### config.mk
export PLATFORM = sky130hd
export DESIGN_NAME = lzd_parser
export DESIGN_NICKNAME = d
export VERILOG_FILES = /design/src/rtl/lzss_decompressor_assert.svh /design/src/rtl/lzd_pkg.sv /design/src/rtl/lzd_parser.sv
export SDC_FILE = /design/constraint.sdc
export NUM_CORES = 1
export LEC_CHECK = 0
export BUFFER_PORTS_ARGS = -buffer_cell sky130_fd_sc_hd__buf_2
export CELL_PAD_IN_SITES_DETAIL_PLACEMENT = 0
export CELL_PAD_IN_SITES_GLOBAL_PLACEMENT = 1
export CORE_ASPECT_RATIO = 1.4
export CORE_MARGIN = 2
export CORE_UTILIZATION = 39
export CTS_BUF_LIST = sky130_fd_sc_hd__clkbuf_8
export DETAILED_ROUTE_END_ITERATION = 7
export GPL_ROUTABILITY_DRIVEN = 0
export PLACE_DENSITY_LB_ADDON = 0.1
export SETUP_SLACK_MARGIN = 0.02
export SLEW_MARGIN = 10
export SYNTH_ARGS = -nofsm -noshare
export SYNTH_HDL_FRONTEND = slang
export SYNTH_SLANG_ARGS = --single-unit
### constraint.sdc
create_clock -name clk -period 4.8 [get_ports clk]
set_clock_uncertainty 0.15 [all_clocks]
set_input_delay 0 -clock clk [delete_from_list [all_inputs] [get_ports clk]]
set_output_delay 0 -clock clk [all_outputs]
set_load 0.005 [all_outputs]
### src/rtl/lzss_decompressor_assert.svh
// Assertion macros used by the decompressor top level.
`ifndef LZSS_DECOMPRESSOR_ASSERT_SVH
`define LZSS_DECOMPRESSOR_ASSERT_SVH

// Same-cycle implication, checked outside reset.
`define LZD_ASSERT_IMP(label, clk, rst, ante, cons) \
  label: assert property (@(posedge clk) disable iff (rst) (ante) |-> (cons)) \
    else $error("lzd assertion failed");

// Next-cycle implication, checked outside reset.
`define LZD_ASSERT_NEXT(label, clk, rst, ante, cons) \
  label: assert property (@(posedge clk) disable iff (rst) (ante) |=> (cons)) \
    else $error("lzd assertion failed");

`endif

### src/rtl/lzd_pkg.sv
// Types and constants shared by the decompressor modules.
`default_nettype none
package lzd_pkg;

  localparam int THRESHOLD = 2;
  localparam int LEN_W     = 5;
  localparam int POS_W     = 12;
  localparam logic [7:0] FILL_CHAR = 8'h20;

  // Token decoded from an accepted input word.
  typedef struct packed {
    logic             lit;
    logic             copy;
    logic [7:0]       data;
    logic [POS_W-1:0] pos;
    logic [LEN_W-1:0] len;
  } lzd_cmd_t;

  // Copy engine status seen by the input handshake.
  typedef struct packed {
    logic busy;
    logic room;
  } lzd_eng_status_t;

endpackage
`default_nettype wire

### src/rtl/lzd_parser.sv
// Token parser: flag byte, literals and the two bytes of a pair.
`default_nettype none
module lzd_parser import lzd_pkg::*; #(
  parameter int MAX_MATCH = 18
) (
  input  wire logic       clk,
  input  wire logic       rst,
  input  wire logic       accept,
  input  wire logic [7:0] in_byte,
  output lzd_cmd_t        cmd,
  output logic            lit_due
);

  typedef enum logic [1:0] {
    PH_FLAG,
    PH_TOKEN,
    PH_HIGH
  } phase_t;

  phase_t           phase;
  logic [8:0]       flag_shift;
  logic [7:0]       offset_low;
  logic [8:0]       flag_next;
  logic [LEN_W-1:0] len_raw;

  assign flag_next = flag_shift >> 1;
  assign lit_due   = (phase == PH_TOKEN) && flag_shift[0];
  assign len_raw   = LEN_W'(in_byte[3:0]) + LEN_W'(THRESHOLD + 1);

  always_comb begin
    cmd.lit  = accept && lit_due;
    cmd.copy = accept && (phase == PH_HIGH);
    cmd.data = in_byte;
    cmd.pos  = {in_byte[7:4], offset_low};
    cmd.len  = (len_raw > LEN_W'(MAX_MATCH)) ? LEN_W'(MAX_MATCH) : len_raw;
  end

  always_ff @(posedge clk) begin
    if (rst) begin
      phase      <= PH_FLAG;
      flag_shift <= '0;
      offset_low <= '0;
    end else if (accept) begin
      case (phase)
        PH_TOKEN: begin
          if (flag_shift[0]) begin
            flag_shift <= flag_next;
            phase      <= (flag_next <= 9'd1) ? PH_FLAG : PH_TOKEN;
          end else begin
            offset_low <= in_byte;
            phase      <= PH_HIGH;
          end
        end
        PH_HIGH: begin
          flag_shift <= flag_next;
          phase      <= (flag_next <= 9'd1) ? PH_FLAG : PH_TOKEN;
        end
        default: begin
          flag_shift <= {1'b1, in_byte};
          phase      <= PH_TOKEN;
        end
      endcase
    end
  end

endmodule
`default_nettype wire

After elaboration in Yosys (flattened, before gate mapping)
Index checks and enable logic that the tools add are counted.

storage, ports and cells
  bits in writable memories = 0
  memories kept = 0
  memory bits (read-only) = 0
  flip-flop bits (word level) = 19
  bits in latches = 0
  logic and storage cells = 22
  output and inout bits = 28
  input bits = 11

cells by class
  order comparisons = 2
  bitwise logic cells = 1
  reduce and logical (&&, ||, !) cells = 5
  multiplexer cells = 6
  $mul = 0
  eq/ne operators = 3
  divide/modulo/power cells = 0
  shift operators = 0
  $add $sub $neg = 1

operators by type and width
  kind                                                 count
  case mux 9 bit (2 select lines)                      1
  2-to-1 mux 9 bit                                     1
  <= comparator 8 x 1 -> 1 bit, second input constant  1
  adder 4 x 2 -> 5 bit, second input constant          1
  > comparator 5 bit, second input constant            1
  2-to-1 mux 5 bit                                     1
  case mux 2 bit (2 select lines)                      1
  logical AND 1 bit                                    3
  AND reduction 3 bit                                  1
  equality test 2 x 1 -> 1 bit, second input constant  1
  equality test 2 bit, second input constant           1
  2-to-1 mux 2 bit                                     1
  inequality test 2 bit, second input constant         1
  AND reduction 2 bit                                  1
  2-to-1 mux 1 bit                                     1
  inverter 1 bit                                       1

Longest topological paths before layout
  depth in word-level cells = 4
  depth in mapped cells = 6
  mapped depth without buffers = 5

Worst setup path after synthesis
OpenSTA, ideal clock, no wires.

  path type = register to register
  from = reg phase[0]
  to = reg flag_shift[0]
  stages on the path, launching flop included = 6
  period minus slack after synthesis = 1508 ps
  setup time = 131 ps
  path slack = 3292 ps
  data required time = 4519 ps
  arrival = 1227 ps
  buffers on the path = 1
  cell sequence = dfxtp_1 -> inv_1 -> ha_1 -> buf_2 -> a221oi_1 -> nor3_1

between the ends
  cells in the longest elaborated chain, start to end = 2
  elaborated cells between the ends (all ways) = 3
  classes of those cells = 2 x eq/ne; 1 x mux

ends and longest elaborated chain
  element                                                                     RTL line          text
  start, declared                                                             lzd_parser.sv:20  phase_t phase;
  start signal, assigned                                                      lzd_parser.sv:48  phase <= (flag_next <= 9'd1) ? PH_FLAG : PH_TOKEN;
  start signal, assigned                                                      lzd_parser.sv:56  phase <= (flag_next <= 9'd1) ? PH_FLAG : PH_TOKEN;
  equality test 2 bit / equality test 2 x 1 -> 1 bit (equally long branches)  lzd_parser.sv:44  case (phase)
  case mux 9 bit (2 select lines) *                                           lzd_parser.sv:44
  end signal, assigned                                                        lzd_parser.sv:47  flag_shift <= flag_next;
  end signal, assigned                                                        lzd_parser.sv:55  flag_shift <= flag_next;
  end signal, assigned                                                        lzd_parser.sv:59  flag_shift <= {1'b1, in_byte};
  end, declared                                                               lzd_parser.sv:21  logic [8:0] flag_shift;

Mark *: on every way between the ends. The rest lies on a longest branch, timed or not.
A chain may end at the register's enable or synchronous reset.

Final worst setup path
  from = reg phase[1]
  to = reg offset_low[6]

between the ends
  cells in the longest elaborated chain, start to end = 2

ends and longest elaborated chain
  element                               RTL line          text
  equality test 2 x 1 -> 1 bit          lzd_parser.sv:44
  AND reduction 3 bit (no source line)  --
  end signal, assigned                  lzd_parser.sv:50  offset_low <= in_byte;
  end, declared                         lzd_parser.sv:22  logic [7:0] offset_low;

Every way passes these cells.

==> impl_metrics.ini <==
[layout]
num_antenna_cells = 0
drive_above_1_share = 0.301
fill_cells = 274
nets = 179
area_delta_synth_final_pct = 23.1
final_cell_count_no_fill = 199

[synthesis]
ys_top_cells_by_area = dfxtp_1, buf_4, a21oi_1, a311oi_1, nand3b_1
synth.net_count = 143
synth-seq-cells = 19
netlist_instances = 128
synth_top_cell_by_area = dfxtp_1
netlist.area_leader.share = 0.347
syn_avg_cell_area_um2 = 8.57
synthDistinctLibCells = 34
yosysSeqAreaShare = 0.347
yosysWarnings = 0
synth_area_um2 = 1100

[clock_network]
clk_pin_slew_ns = 0.07
cts_buffers = 3
cts_tree = yes
cts-htree-levels = 1
cts_root_buf = clkbuf_8
clock_latency_ns = 0.25
max-clock-path-buffers = 2
cts.sinks = 19

[place]
placedCellCount = 184
port_buffers = 38
post-place-ws_ns = 3.06
hpwl_um = 1740

[sta]
slew_headroom = 0.703
layout_min_cycle_time_ns = 1.99
rsz0062_at_grt = false
fin_ws_ns = 2.81
max_freq_ghz = 0.502
max_slew.worst_pin.slew_ns = 0.445
hold_violations = 0
fin_crit_sh = 0.415
tns_ns = 0
finalSetupViolations = 0
slew_violations = 0

[global_route]
grt_max_degree = 20
grt_pass1_wl_um = 4260
antenna_found_initial = 0
grt_pass1_vias = 934
grt_overflow = 0
grt_usage = 0.168

[setup_path]
critPathSlowestCell = dlygate4sd3_1
cpPeakStageDelay_ns = 0.57
worst-path-buf-inv = 2
worst_setup_path_end_kind = register
crit_type = register to register
path_delay_family = buffers and inverters
startpoint_type = register
path_cells = inv_1, ha_1, nand3b_2, nand2_1, a21oi_1, dlygate4sd3_1
cp_data_arrival_time_ns = 1.99
required_ns = 4.80
crit_fanout = 8

[route]
vias = 998
drt_iter0_drc = 31
firstDrtPassIters = 4
wl_um = 2490
routedWlPerCell_um = 12.5
antenna_left = 0
drc = 0
routed_via_density = 5.02

[die]
start_util = 0.415
die_w_um = 48.8
dieHeight_um = 66.8
core_um2 = 2640
rows = 22
die_area_um2 = 3260
io_pins = 39

[power_and_ir_drop]
p_sw_uw = 106
powerDensity_nw_per_um2 = 276
power_leakage_nw = 0.624
clkPwrFrac = 0.298
pwr-share-seq = 0.473
ir_worst_vdd_mv = 0.152
comb_power_share = 0.228
swShare = 0.285
intPower_uw = 266

[run_status]
status = completed

[worst_hold_path]
holdCritPathClass = input port to register

[flow_run]
maxCapViolations = 0
-- flip-flops by register name, summed over array words and instances, names as in the netlist --
name and count:
phase 2, offset_low 8, flag_shift 9
-- layout make-up --
cell class / instances / area (um^2) / area share
Clock inverter: 1 / 5.00 / 0.00370
Sequential cell: 19 / 380 / 0.281
Tap cell: 36 / 45.0 / 0.0333
Clock buffer: 3 / 41.3 / 0.0306
Inverter: 6 / 22.5 / 0.0167
Multi-Input combinational cell: 85 / 557 / 0.412
Timing Repair Buffer: 49 / 300 / 0.222
-- worst reg2reg max path: stages, from the launching register on --
cell           delay, ns
dfxtp_1             0.33
inv_1               0.06
ha_1                0.29
nand3b_2            0.28
nand2_1             0.15
a21oi_1             0.07
dlygate4sd3_1       0.57
-- power by group through the flow --
stage               clock network (mW)  logic, mW  registers (mW)
floorplan                            0     0.0607           0.178
global placement                     0     0.0778           0.180
detailed placement                   0     0.0790           0.180
CTS                              0.117     0.0858           0.176
global route                     0.123     0.0957           0.178
finish                           0.111     0.0850           0.176
-- cell usage in the layout (no fill, tap or decap), types with 3 or more instances in the layout --
master,synthesis,routed
mux2i_1,4,4
nand3_1,5,5
dfxtp_1,19,19
nand3b_1,7,7
ha_1,4,4
nand2_1,12,12
dlygate4sd3_1,0,11
a21oi_1,14,14
inv_1,5,5
a311oi_1,7,7
buf_2,2,38
clkbuf_8,0,3
nor2_1,7,7
o21ai_0,5,5
-- per-layer routing --
| layer | wire length [um] | part of all wire | GRT usage |
|---|---|---|---|
| met1 | 1130 | 0.45 | 0.207 |
| met2 | 1250 | 0.50 | 0.295 |
| met3 | 92 | 0.037 | 0.0202 |
| met4 | 17 | 0.0068 | 0.0750 |
| met5 | 0 | 0 | 0 |
-- metrics by stage --
stage	area (um^2)	total power [mW]	utilization	hold WS, ns
floorplan	1100	0.239	-	-0.122
finish	1350	0.372	0.511	0.0239
global placement	1190	0.257	0.452	0.0673
CTS	1350	0.379	0.511	0.0120
global route	1350	0.396	0.511	0.0482
detailed placement	1190	0.259	0.452	0.0680
-- kinds of logic after synthesis --
family                   synth area share
AO/OA/AOI/OAI                       0.194
XOR/XNOR                          0.00798
adder cells (fa/ha/maj)            0.0456
buffers and inverters               0.146
flip-flops                          0.347
multiplexers                       0.0365
AND/OR/NAND/NOR                     0.224
-- final timing paths --
kind / start / slack [ns] / cells after the start / endpoint
max: phase[1] / 2.81 / 6 / offset_low[6]
min reg2reg: offset_low[4] / 0.31 / 2 / offset_low[4]
min: accept / 0.02 / 3 / offset_low[5]
max reg2reg: phase[1] / 2.81 / 6 / offset_low[6]
-- timing repair --
item | in CTS | in global routing
hold buffers | 11 | 0
setup buffers | 0 | 0
hold endpoints to repair | 16 | 0
resized for setup | 0 | 0
-- synth_stat cells (all sizes together) --
master	instances
dfxtp	19
buf	17
a21oi	14
nand2	12
nand3b	8
nor2	8
a311oi	7
inv	6
nand3	5
o21ai	5
ha	4
mux2i	4
and2	2
nor2b	2
nor3	2
a21o	1
a221o	1
a221oi	1
a22oi	1
a31oi	1
and2b	1
and3	1
clkbuf	1
nand2b	1
nor3b	1
nor4	1
o41ai	1
xnor2	1
(Power assumes the default switching activity.)
