## config.mk

```make
export PLATFORM = sky130hd
export DESIGN_NAME = lzd_engine_flat
export DESIGN_NICKNAME = d
export VERILOG_FILES = /design/src/rtl/lzss_decompressor_assert.svh /design/src/rtl/lzd_pkg.sv /design/src/rtl/lzd_out_if.sv /design/src/rtl/lzd_engine.sv /design/src/flat_wrapper.sv
export SDC_FILE = /design/constraint.sdc
export NUM_CORES = 1
export LEC_CHECK = 0
export BUFFER_PORTS_ARGS = -buffer_cell sky130_fd_sc_hd__buf_2
export CORE_ASPECT_RATIO = 2
export CORE_UTILIZATION = 51
export DETAILED_ROUTE_END_ITERATION = 10
export GPL_ROUTABILITY_DRIVEN = 1
export PLACE_DENSITY = 0.78
export SYNTH_ARGS = -nofsm -noshare
export SYNTH_HDL_FRONTEND = slang
export SYNTH_SLANG_ARGS = --single-unit
```

## constraint.sdc

```tcl
create_clock -name clk -period 2.17 [get_ports clk]
set_clock_uncertainty 0.15 [all_clocks]
set_input_delay 0.1085 -clock clk [delete_from_list [all_inputs] [get_ports clk]]
set_output_delay 0.1085 -clock clk [all_outputs]
set_load 0.03 [all_outputs]
```

## src/rtl/lzss_decompressor_assert.svh

```systemverilog
// Assertion macros used by the decompressor top level.
`ifndef LZSS_DECOMPRESSOR_ASSERT_SVH
`define LZSS_DECOMPRESSOR_ASSERT_SVH

// Same-cycle implication, checked outside reset.
`define LZD_ASSERT_IMP(label, clk, rst, ante, cons) \
  label: assert property (@(posedge clk) disable iff (rst) (ante) |-> (cons)) \
    else $error("lzd assertion failed");

// Next-cycle implication, checked outside reset.
`define LZD_ASSERT_NEXT(label, clk, rst, ante, cons) \
  label: assert property (@(posedge clk) disable iff (rst) (ante) |=> (cons)) \
    else $error("lzd assertion failed");

`endif

```

## src/rtl/lzd_pkg.sv

```systemverilog
// Types and constants shared by the decompressor modules.
`default_nettype none
package lzd_pkg;

  localparam int THRESHOLD = 2;
  localparam int LEN_W     = 5;
  localparam int POS_W     = 12;
  localparam logic [7:0] FILL_CHAR = 8'h20;

  // Token decoded from an accepted input word.
  typedef struct packed {
    logic             lit;
    logic             copy;
    logic [7:0]       data;
    logic [POS_W-1:0] pos;
    logic [LEN_W-1:0] len;
  } lzd_cmd_t;

  // Copy engine status seen by the input handshake.
  typedef struct packed {
    logic busy;
    logic room;
  } lzd_eng_status_t;

endpackage
`default_nettype wire

```

## src/rtl/lzd_out_if.sv

```systemverilog
// Decompressed-byte output channel.
`default_nettype none
interface lzd_out_if;
  logic       valid;
  logic       ready;
  logic [7:0] out_byte;
  logic       run_last;

  modport source(output valid, output out_byte, output run_last, input ready);
  modport sink(input valid, input out_byte, input run_last, output ready);
endinterface
`default_nettype wire

```

## src/rtl/lzd_engine.sv

```systemverilog
// Copy engine: ring read/write sequencing, forwarding and output register.
`default_nettype none
module lzd_engine import lzd_pkg::*; #(
  parameter int WINDOW_SIZE = 4096,
  parameter int MAX_MATCH   = 18,
  localparam int AW = $clog2(WINDOW_SIZE)
) (
  input  wire logic          clk,
  input  wire logic          rst,
  input  wire lzd_cmd_t      cmd,
  lzd_out_if.source          dout,
  output logic               wr_en,
  output logic [AW-1:0]      wr_addr,
  output logic [7:0]         wr_data,
  output logic               rd_en,
  output logic [AW-1:0]      rd_addr,
  input  wire logic [7:0]    rd_data,
  output lzd_eng_status_t    status
);

  logic [AW-1:0]    wp;
  logic [AW-1:0]    wp_next;
  logic [AW-1:0]    rd_ptr;
  logic [AW-1:0]    rd_ptr_next;
  logic [LEN_W-1:0] rem;
  logic             pend;
  logic             pend_last;
  logic             hit;
  logic [7:0]       hit_byte;
  logic             out_valid;
  logic [7:0]       out_byte;
  logic             out_last;
  logic [7:0]       cur_byte;
  logic             room;
  logic             fire;
  logic             issue;
  logic [15:0]      pos_rem;

  // Fold the 12-bit position into the window by restoring subtraction.
  always_comb begin
    pos_rem = 16'(cmd.pos);
    for (int k = 3; k >= 0; k--) begin
      if (pos_rem >= 16'(WINDOW_SIZE << k)) pos_rem = pos_rem - 16'(WINDOW_SIZE << k);
    end
  end

  assign wp_next     = (wp == AW'(WINDOW_SIZE - 1)) ? '0 : wp + 1'b1;
  assign rd_ptr_next = (rd_ptr == AW'(WINDOW_SIZE - 1)) ? '0 : rd_ptr + 1'b1;

  // Take the byte written in the read's own cycle from the bypass.
  assign cur_byte = hit ? hit_byte : rd_data;
  assign room     = !out_valid || dout.ready;
  assign fire     = pend && room;
  assign issue    = (rem != '0) && (!pend || fire);

  assign wr_en   = fire || cmd.lit;
  assign wr_addr = wp;
  assign wr_data = fire ? cur_byte : cmd.data;
  assign rd_en   = issue;
  assign rd_addr = rd_ptr;

  assign status.busy = (rem != '0) || pend;
  assign status.room = room;

  assign dout.valid    = out_valid;
  assign dout.out_byte = out_byte;
  assign dout.run_last = out_last;

  always_ff @(posedge clk) begin
    if (rst) begin
      wp        <= AW'(WINDOW_SIZE - MAX_MATCH);
      rd_ptr    <= '0;
      rem       <= '0;
      pend      <= 1'b0;
      hit       <= 1'b0;
      out_valid <= 1'b0;
    end else begin
      if (wr_en) wp <= wp_next;

      if (cmd.copy) begin
        rd_ptr <= pos_rem[AW-1:0];
        rem    <= cmd.len;
      end else if (issue) begin
        rd_ptr <= rd_ptr_next;
        rem    <= rem - 1'b1;
      end

      if (issue) begin
        pend      <= 1'b1;
        pend_last <= (rem == LEN_W'(1));
        hit       <= fire && (rd_ptr == wp);
        hit_byte  <= cur_byte;
      end else if (fire) begin
        pend <= 1'b0;
      end

      if (fire) begin
        out_valid <= 1'b1;
        out_byte  <= cur_byte;
        out_last  <= pend_last;
      end else if (cmd.lit) begin
        out_valid <= 1'b1;
        out_byte  <= cmd.data;
        out_last  <= 1'b1;
      end else if (dout.ready) begin
        out_valid <= 1'b0;
      end
    end
  end

endmodule
`default_nettype wire

```

## src/flat_wrapper.sv

```systemverilog
// flat-port wrapper written by rule: the top's interface ports become plain ports
module lzd_engine_flat import lzd_pkg::*;
#(
  parameter int WINDOW_SIZE = 4096,
  parameter int MAX_MATCH   = 18,
  localparam int AW = $clog2(WINDOW_SIZE)
)
  (clk, rst, cmd, wr_en, wr_addr, wr_data, rd_en, rd_addr, rd_data, status, dout_valid, dout_out_byte, dout_run_last, dout_ready);
  lzd_out_if dout_i ();
  input  wire logic clk;
  input  wire logic rst;
  input  wire lzd_cmd_t cmd;
  output logic wr_en;
  output logic [AW-1:0] wr_addr;
  output logic [7:0] wr_data;
  output logic rd_en;
  output logic [AW-1:0] rd_addr;
  input  wire logic [7:0] rd_data;
  output lzd_eng_status_t status;
  output wire logic [$bits(dout_i.valid)-1:0] dout_valid;
  output wire logic [$bits(dout_i.out_byte)-1:0] dout_out_byte;
  output wire logic [$bits(dout_i.run_last)-1:0] dout_run_last;
  input wire logic [$bits(dout_i.ready)-1:0] dout_ready;
  assign dout_valid = dout_i.valid;
  assign dout_out_byte = dout_i.out_byte;
  assign dout_run_last = dout_i.run_last;
  assign dout_i.ready = dout_ready;
  lzd_engine #(.WINDOW_SIZE(WINDOW_SIZE), .MAX_MATCH(MAX_MATCH)) u_core (.clk(clk), .rst(rst), .cmd(cmd), .dout(dout_i), .wr_en(wr_en), .wr_addr(wr_addr), .wr_data(wr_data), .rd_en(rd_en), .rd_addr(rd_addr), .rd_data(rd_data), .status(status));
endmodule
```

---- Yosys cells after proc, flatten, opt, wreduce, memory -nomap -nowiden ----
Index checks and enable logic that the tools add are counted.
cells by class
  add/subtract/negate cells ............... 3
  $mul .................................... 0
  div/mod/pow operators ................... 0
  $lt $le $gt $ge ......................... 0
  equality and inequality tests ........... 4
  shifts and indexed selects .............. 0
  mux-type cells .......................... 17
  bitwise logic cells ..................... 1
  reductions and logical operators ........ 16
operator list
  kind                     count
  $mux W12                 4
  $mux W8                  4
  $add A12 B1 Y12 const B  2
  $eq A12 B12 Y1 const B   2
  $eq A12 B12 Y1           1
  $mux W5                  2
  $mux W1                  7
  $reduce_bool A2 Y1       3
  $eq A5 B1 Y1 const B     1
  $reduce_bool A5 Y1       1
  $sub A5 B1 Y5 const B    1
  $logic_or A1 B1 Y1       4
  $reduce_and A2 Y1        2
  $logic_and A1 B1 Y1      3
  $reduce_bool A3 Y1       1
  $logic_not A1 Y1         2
  $not A1 Y1               1
word-level totals
  bits in registers ....................... 50
  latch bits .............................. 0
  bits in writable memories ............... 0
  memory bits (read-only) ................. 0
  bits of input ports ..................... 38
  word-level logic and storage cells ...... 51
  memories ................................ 0

---- Depth between registers and ports, before layout ----
  depth in word-level cells ............... 7
  gate-level depth with buffers ........... 8

---- Least setup slack after synthesis ----
Ideal clock, no wire load.
  path type ............................... flip-flop to flip-flop
  from .................................... register u_core.rd_ptr[0] (netlist: u_core.rd_addr[0])
  to ...................................... register u_core.rd_ptr[1] (netlist: u_core.rd_addr[1])
  arrival ................................. 1.759 ns
  required time ........................... 1.891 ns
  slack ................................... 0.132 ns
  stages on the path, launching flop included .. 7
  period minus slack after synthesis ...... 2.038 ns
  cells stage by stage .................... dfxtp_1 > ha_1 > nand4_1 > nor3_1 > nor3_4 > a222oi_1 > nor2_1
between the ends
  word-level cells in the longest chain between the ends .. 4
ends and longest elaborated chain
  what                                                      line              text
  start, declared                                           lzd_engine.sv:23  logic [AW-1:0] rd_ptr;
  start signal, assigned                                    lzd_engine.sv:81  rd_ptr <= pos_rem[AW-1:0];
  start signal, assigned                                    lzd_engine.sv:84  rd_ptr <= rd_ptr_next;
  $add A12 B1 Y12 / $eq A12 B12 Y1 (equally long branches)  lzd_engine.sv:48  assign rd_ptr_next = (rd_ptr == AW'(WINDOW_SIZE - 1)) ? '0 : rd_ptr + 1'b1;
  $mux W12 *                                                lzd_engine.sv:48
  $mux W12 *                                                lzd_engine.sv:83  end else if (issue) begin
  $mux W12 *                                                lzd_engine.sv:80  if (cmd.copy) begin
Every way passes the cells marked *; elsewhere a longest branch is shown, timed or not. The select of a mux whose other input is x is not followed.
A chain may end at the register's enable or synchronous reset.

---- Final worst setup path ----
  from .................................... register u_core.rem[0]
  to ...................................... output port rd_en
between the ends
  word-level cells in the longest chain between the ends .. 2
ends and longest elaborated chain
  what                    line                text
  start, declared         lzd_engine.sv:25    logic [LEN_W-1:0] rem;
  start signal, assigned  lzd_engine.sv:82    rem <= cmd.len;
  start signal, assigned  lzd_engine.sv:85    rem <= rem - 1'b1;
  $reduce_bool A5 Y1      lzd_engine.sv:54    assign issue = (rem != '0) && (!pend || fire);
  $logic_and A1 B1 Y1     lzd_engine.sv:54
  end, declared           flat_wrapper.sv:16  output logic rd_en;
Every way passes these cells.

==> flow_summary.toml <==
[critical_path]
path_depth = 7
worst_path_dominant_cell_family = "simple AND/OR/NAND/NOR gates"
max_stage_delay_ns = 0.49
crit_path_end_kind = "output port"
critPathKind = "register to output port"
timing.critical_path.cells = "inv_1, ha_2, or4b_4, nand2_4, buf_12, inv_4, buf_4"
path_buf_inv = 4
reg2reg_depth = 9
critPathLaunchType = "register"
worstPathRequired_ns = 1.91
crit_path_top_delay_cell = "or4b_4"
worst_ep_arrival_time_ns = 1.86
worstPathMaxFanout = 9

[grt]
gr-total-overflow = 0
antenna_found_initial = 0
grt_pass1_wl_um = 11770
grt_usage = 0.2869
grt_max_degree = 35
grt_pass1_vias = 2638

[job]
max-cap-violations = 0

[clock_tree]
clockBufferDepth = 2
clk_pin_slew_ns = 0.09
cts_made_buffers = 5
cts_tree = "done"
htreeDepth = 2
root_buffer = "clkbuf_8"
clk_latency_ns = 0.30
clkSinkCount = 50

[yosys]
synthFlopType = "dfxtp_1"
synth_edf_count = 18
synth_area_per_cell_um2 = 9.879
synth_seq_area_share = 0.4461
synthTopCellsByArea = "dfxtp_1, edfxtp_1, mux2_2"
yosys.area.top_type = "dfxtp_1"
syn_inst = 268
synth.yosys.warnings = 0
synthArstFlopShare = 0
ys_types = 51
netlist_area_um2 = 2648
synth_top_cell_area_share = 0.2420
syn_nets = 310
synth-seq-cells = 50

[detailed_routing]
vias = 2556
postRouteAntennaNets = 0
first_iter_violations = 71
wl_um = 7462
firstDrtPassIters = 4
viasPerCell = 5.630
avgRoutedWirePerCell_um = 16.44
drcViolationCount = 0

[sta]
period_share = 0.9775
hold_viol = 0
max_freq_mhz = 471.4
tightest_slew_ns = 0.8369
finalSetupViolCount = 0
rsz0062_at_grt = "yes"
hold_ws_ns = 0.1276
maxSlewViolCount = 0
post-route-min-period_ns = 2.121
fin_tns_setup_ns = 0
slew-limit-headroom = 0.4400

[die]
dieArea_um2 = 5501
initial_core_util = 0.5392
die-height_um = 103.9
rows = 36
pin_count = 84
fp.dieW_um = 52.95
core_um2 = 4910

[pwr]
power_leakage_nw = 1.577
ir_worst_vdd_mv = 0.7470
p_per_area_nw_per_um2 = 757.3

[cells_and_area]
antenna_cells = 0
area_growth_pct = 40.26
fin_nets = 438
mostFrequentLayoutCell = "buf_2"
post-route-util = 0.7564
fin_area_um2 = 3714
layout_common_cells = "buf_2, dlygate4sd3_1, dfxtp_1, edfxtp_1"
drive_above_1_share = 0.3476

[hold_path]
hold_path.class = "input pin to register"
whs_path_depth = 3

[status]
outcome = "completed"

[place]
gp_congestion = 0.8014
hpwl_um = 5085
portBuffers = 83
place_area_um2 = 3178
[layout make-up]
cell class,count,area [um^2]
multi-input combinational,192,1369
fill,375,1196
sequential,50,1182
timing repair buffer,135,910.9
tap,57,71.32
clock buffer,5,68.82
clock inverter,3,63.81
inverter,12,47.55
[what timing repair did]
item | in CTS | in global routing
resized for setup | 0 | 8
hold buffers | 36 | 0
buffers inserted | 0 | 3
endpoints found under the hold margin | 35 | 0
endpoints found under the setup margin | 0 | 21
[cells by family (layout without fill, tap and decap cells)]
logic type	after synthesis	after routing	share of synthesized area
buffers and inverters	26	155	0.04301
multiplexers	18	18	0.07561
AO/OA/AOI/OAI	49	49	0.1186
AND/OR/NAND/NOR	93	93	0.2051
flip-flops	50	50	0.4461
adder cells (fa/ha/maj)	4	4	0.01890
XOR/XNOR	28	28	0.09263
[cell usage after synthesis, types with 5 or more instances]
master / count
dfxtp_1: 32
edfxtp_1: 18
a21oi_1: 17
xnor2_1: 17
mux2_2: 16
nand2_1: 16
nor2_1: 13
xor2_1: 11
clkbuf_1: 10
inv_1: 10
nand3_1: 10
nor3_1: 10
nand4_1: 7
o21ai_0: 7
o21bai_1: 7
nand3b_1: 5
nor4_1: 5
o21a_1: 5
[state kept, by name, indices dropped and copies added, names as in the netlist]
name	cells
u_core.hit_byte	8
u_core.hit	1
u_core.dout.out_byte	8
u_core.dout.run_last	1
u_core.pend_last	1
u_core.dout.valid	1
u_core.pend	1
u_core.wr_addr	12
u_core.rd_addr	12
u_core.rem	5
[path summary, 6_finish.rpt]
path | slack (ns) | start | endpoint
setup reg to reg | 0.08 | u_core.rem[0]$_SDFFE_PP0P_ | u_core.rem[3]$_SDFFE_PP0P_
hold reg to reg | 0.39 | u_core.pend_last$_DFFE_PP_ | u_core.dout.run_last$_SDFFCE_PP1P_
hold / removal | 0.13 | dout_ready | u_core.pend$_SDFFE_PP0P_
setup / recovery | 0.05 | u_core.rem[0]$_SDFFE_PP0P_ | rd_en
[where the power goes]
group          switching (W)  internal, W  total [W]
Combinational       0.000523     0.000373   0.000896
Clock               0.000305     0.000456   0.000761
Sequential         0.0000813      0.00107    0.00116
[tightest hold or removal path, delay by kind of cell]
| family | cells | cell delay (ns) |
|---|---|---|
| compound gates | 1 | 0.10 |
| buf+inv | 1 | 0.09 |
| simple gates | 1 | 0.24 |
[metrics by stage]
| step | total power (W) | std cells | setup slack (ns) |
|---|---|---|---|
| final | 0.002812 | 454 | 0.04879 |
| after floorplan | 0.001726 | 268 | 0.1320 |
| after CTS | 0.002802 | 451 | 0.01261 |
| after global placement | 0.001968 | 407 | 0.1109 |
| after global routing | 0.002929 | 454 | -0.003097 |
| after detailed placement | 0.001992 | 407 | 0.05637 |
[routing by layer]
metal	track usage	routed length, um	up-vias	part of all wire
li1	-	-	1213	-
met5	0	0	-	0
met2	0.5181	4078	103	0.55
met1	0.2794	2635	1207	0.35
met4	0.1805	372	0	0.050
met3	0.04532	376	33	0.050
No activity file was read; power rests on OpenSTA's default activity.
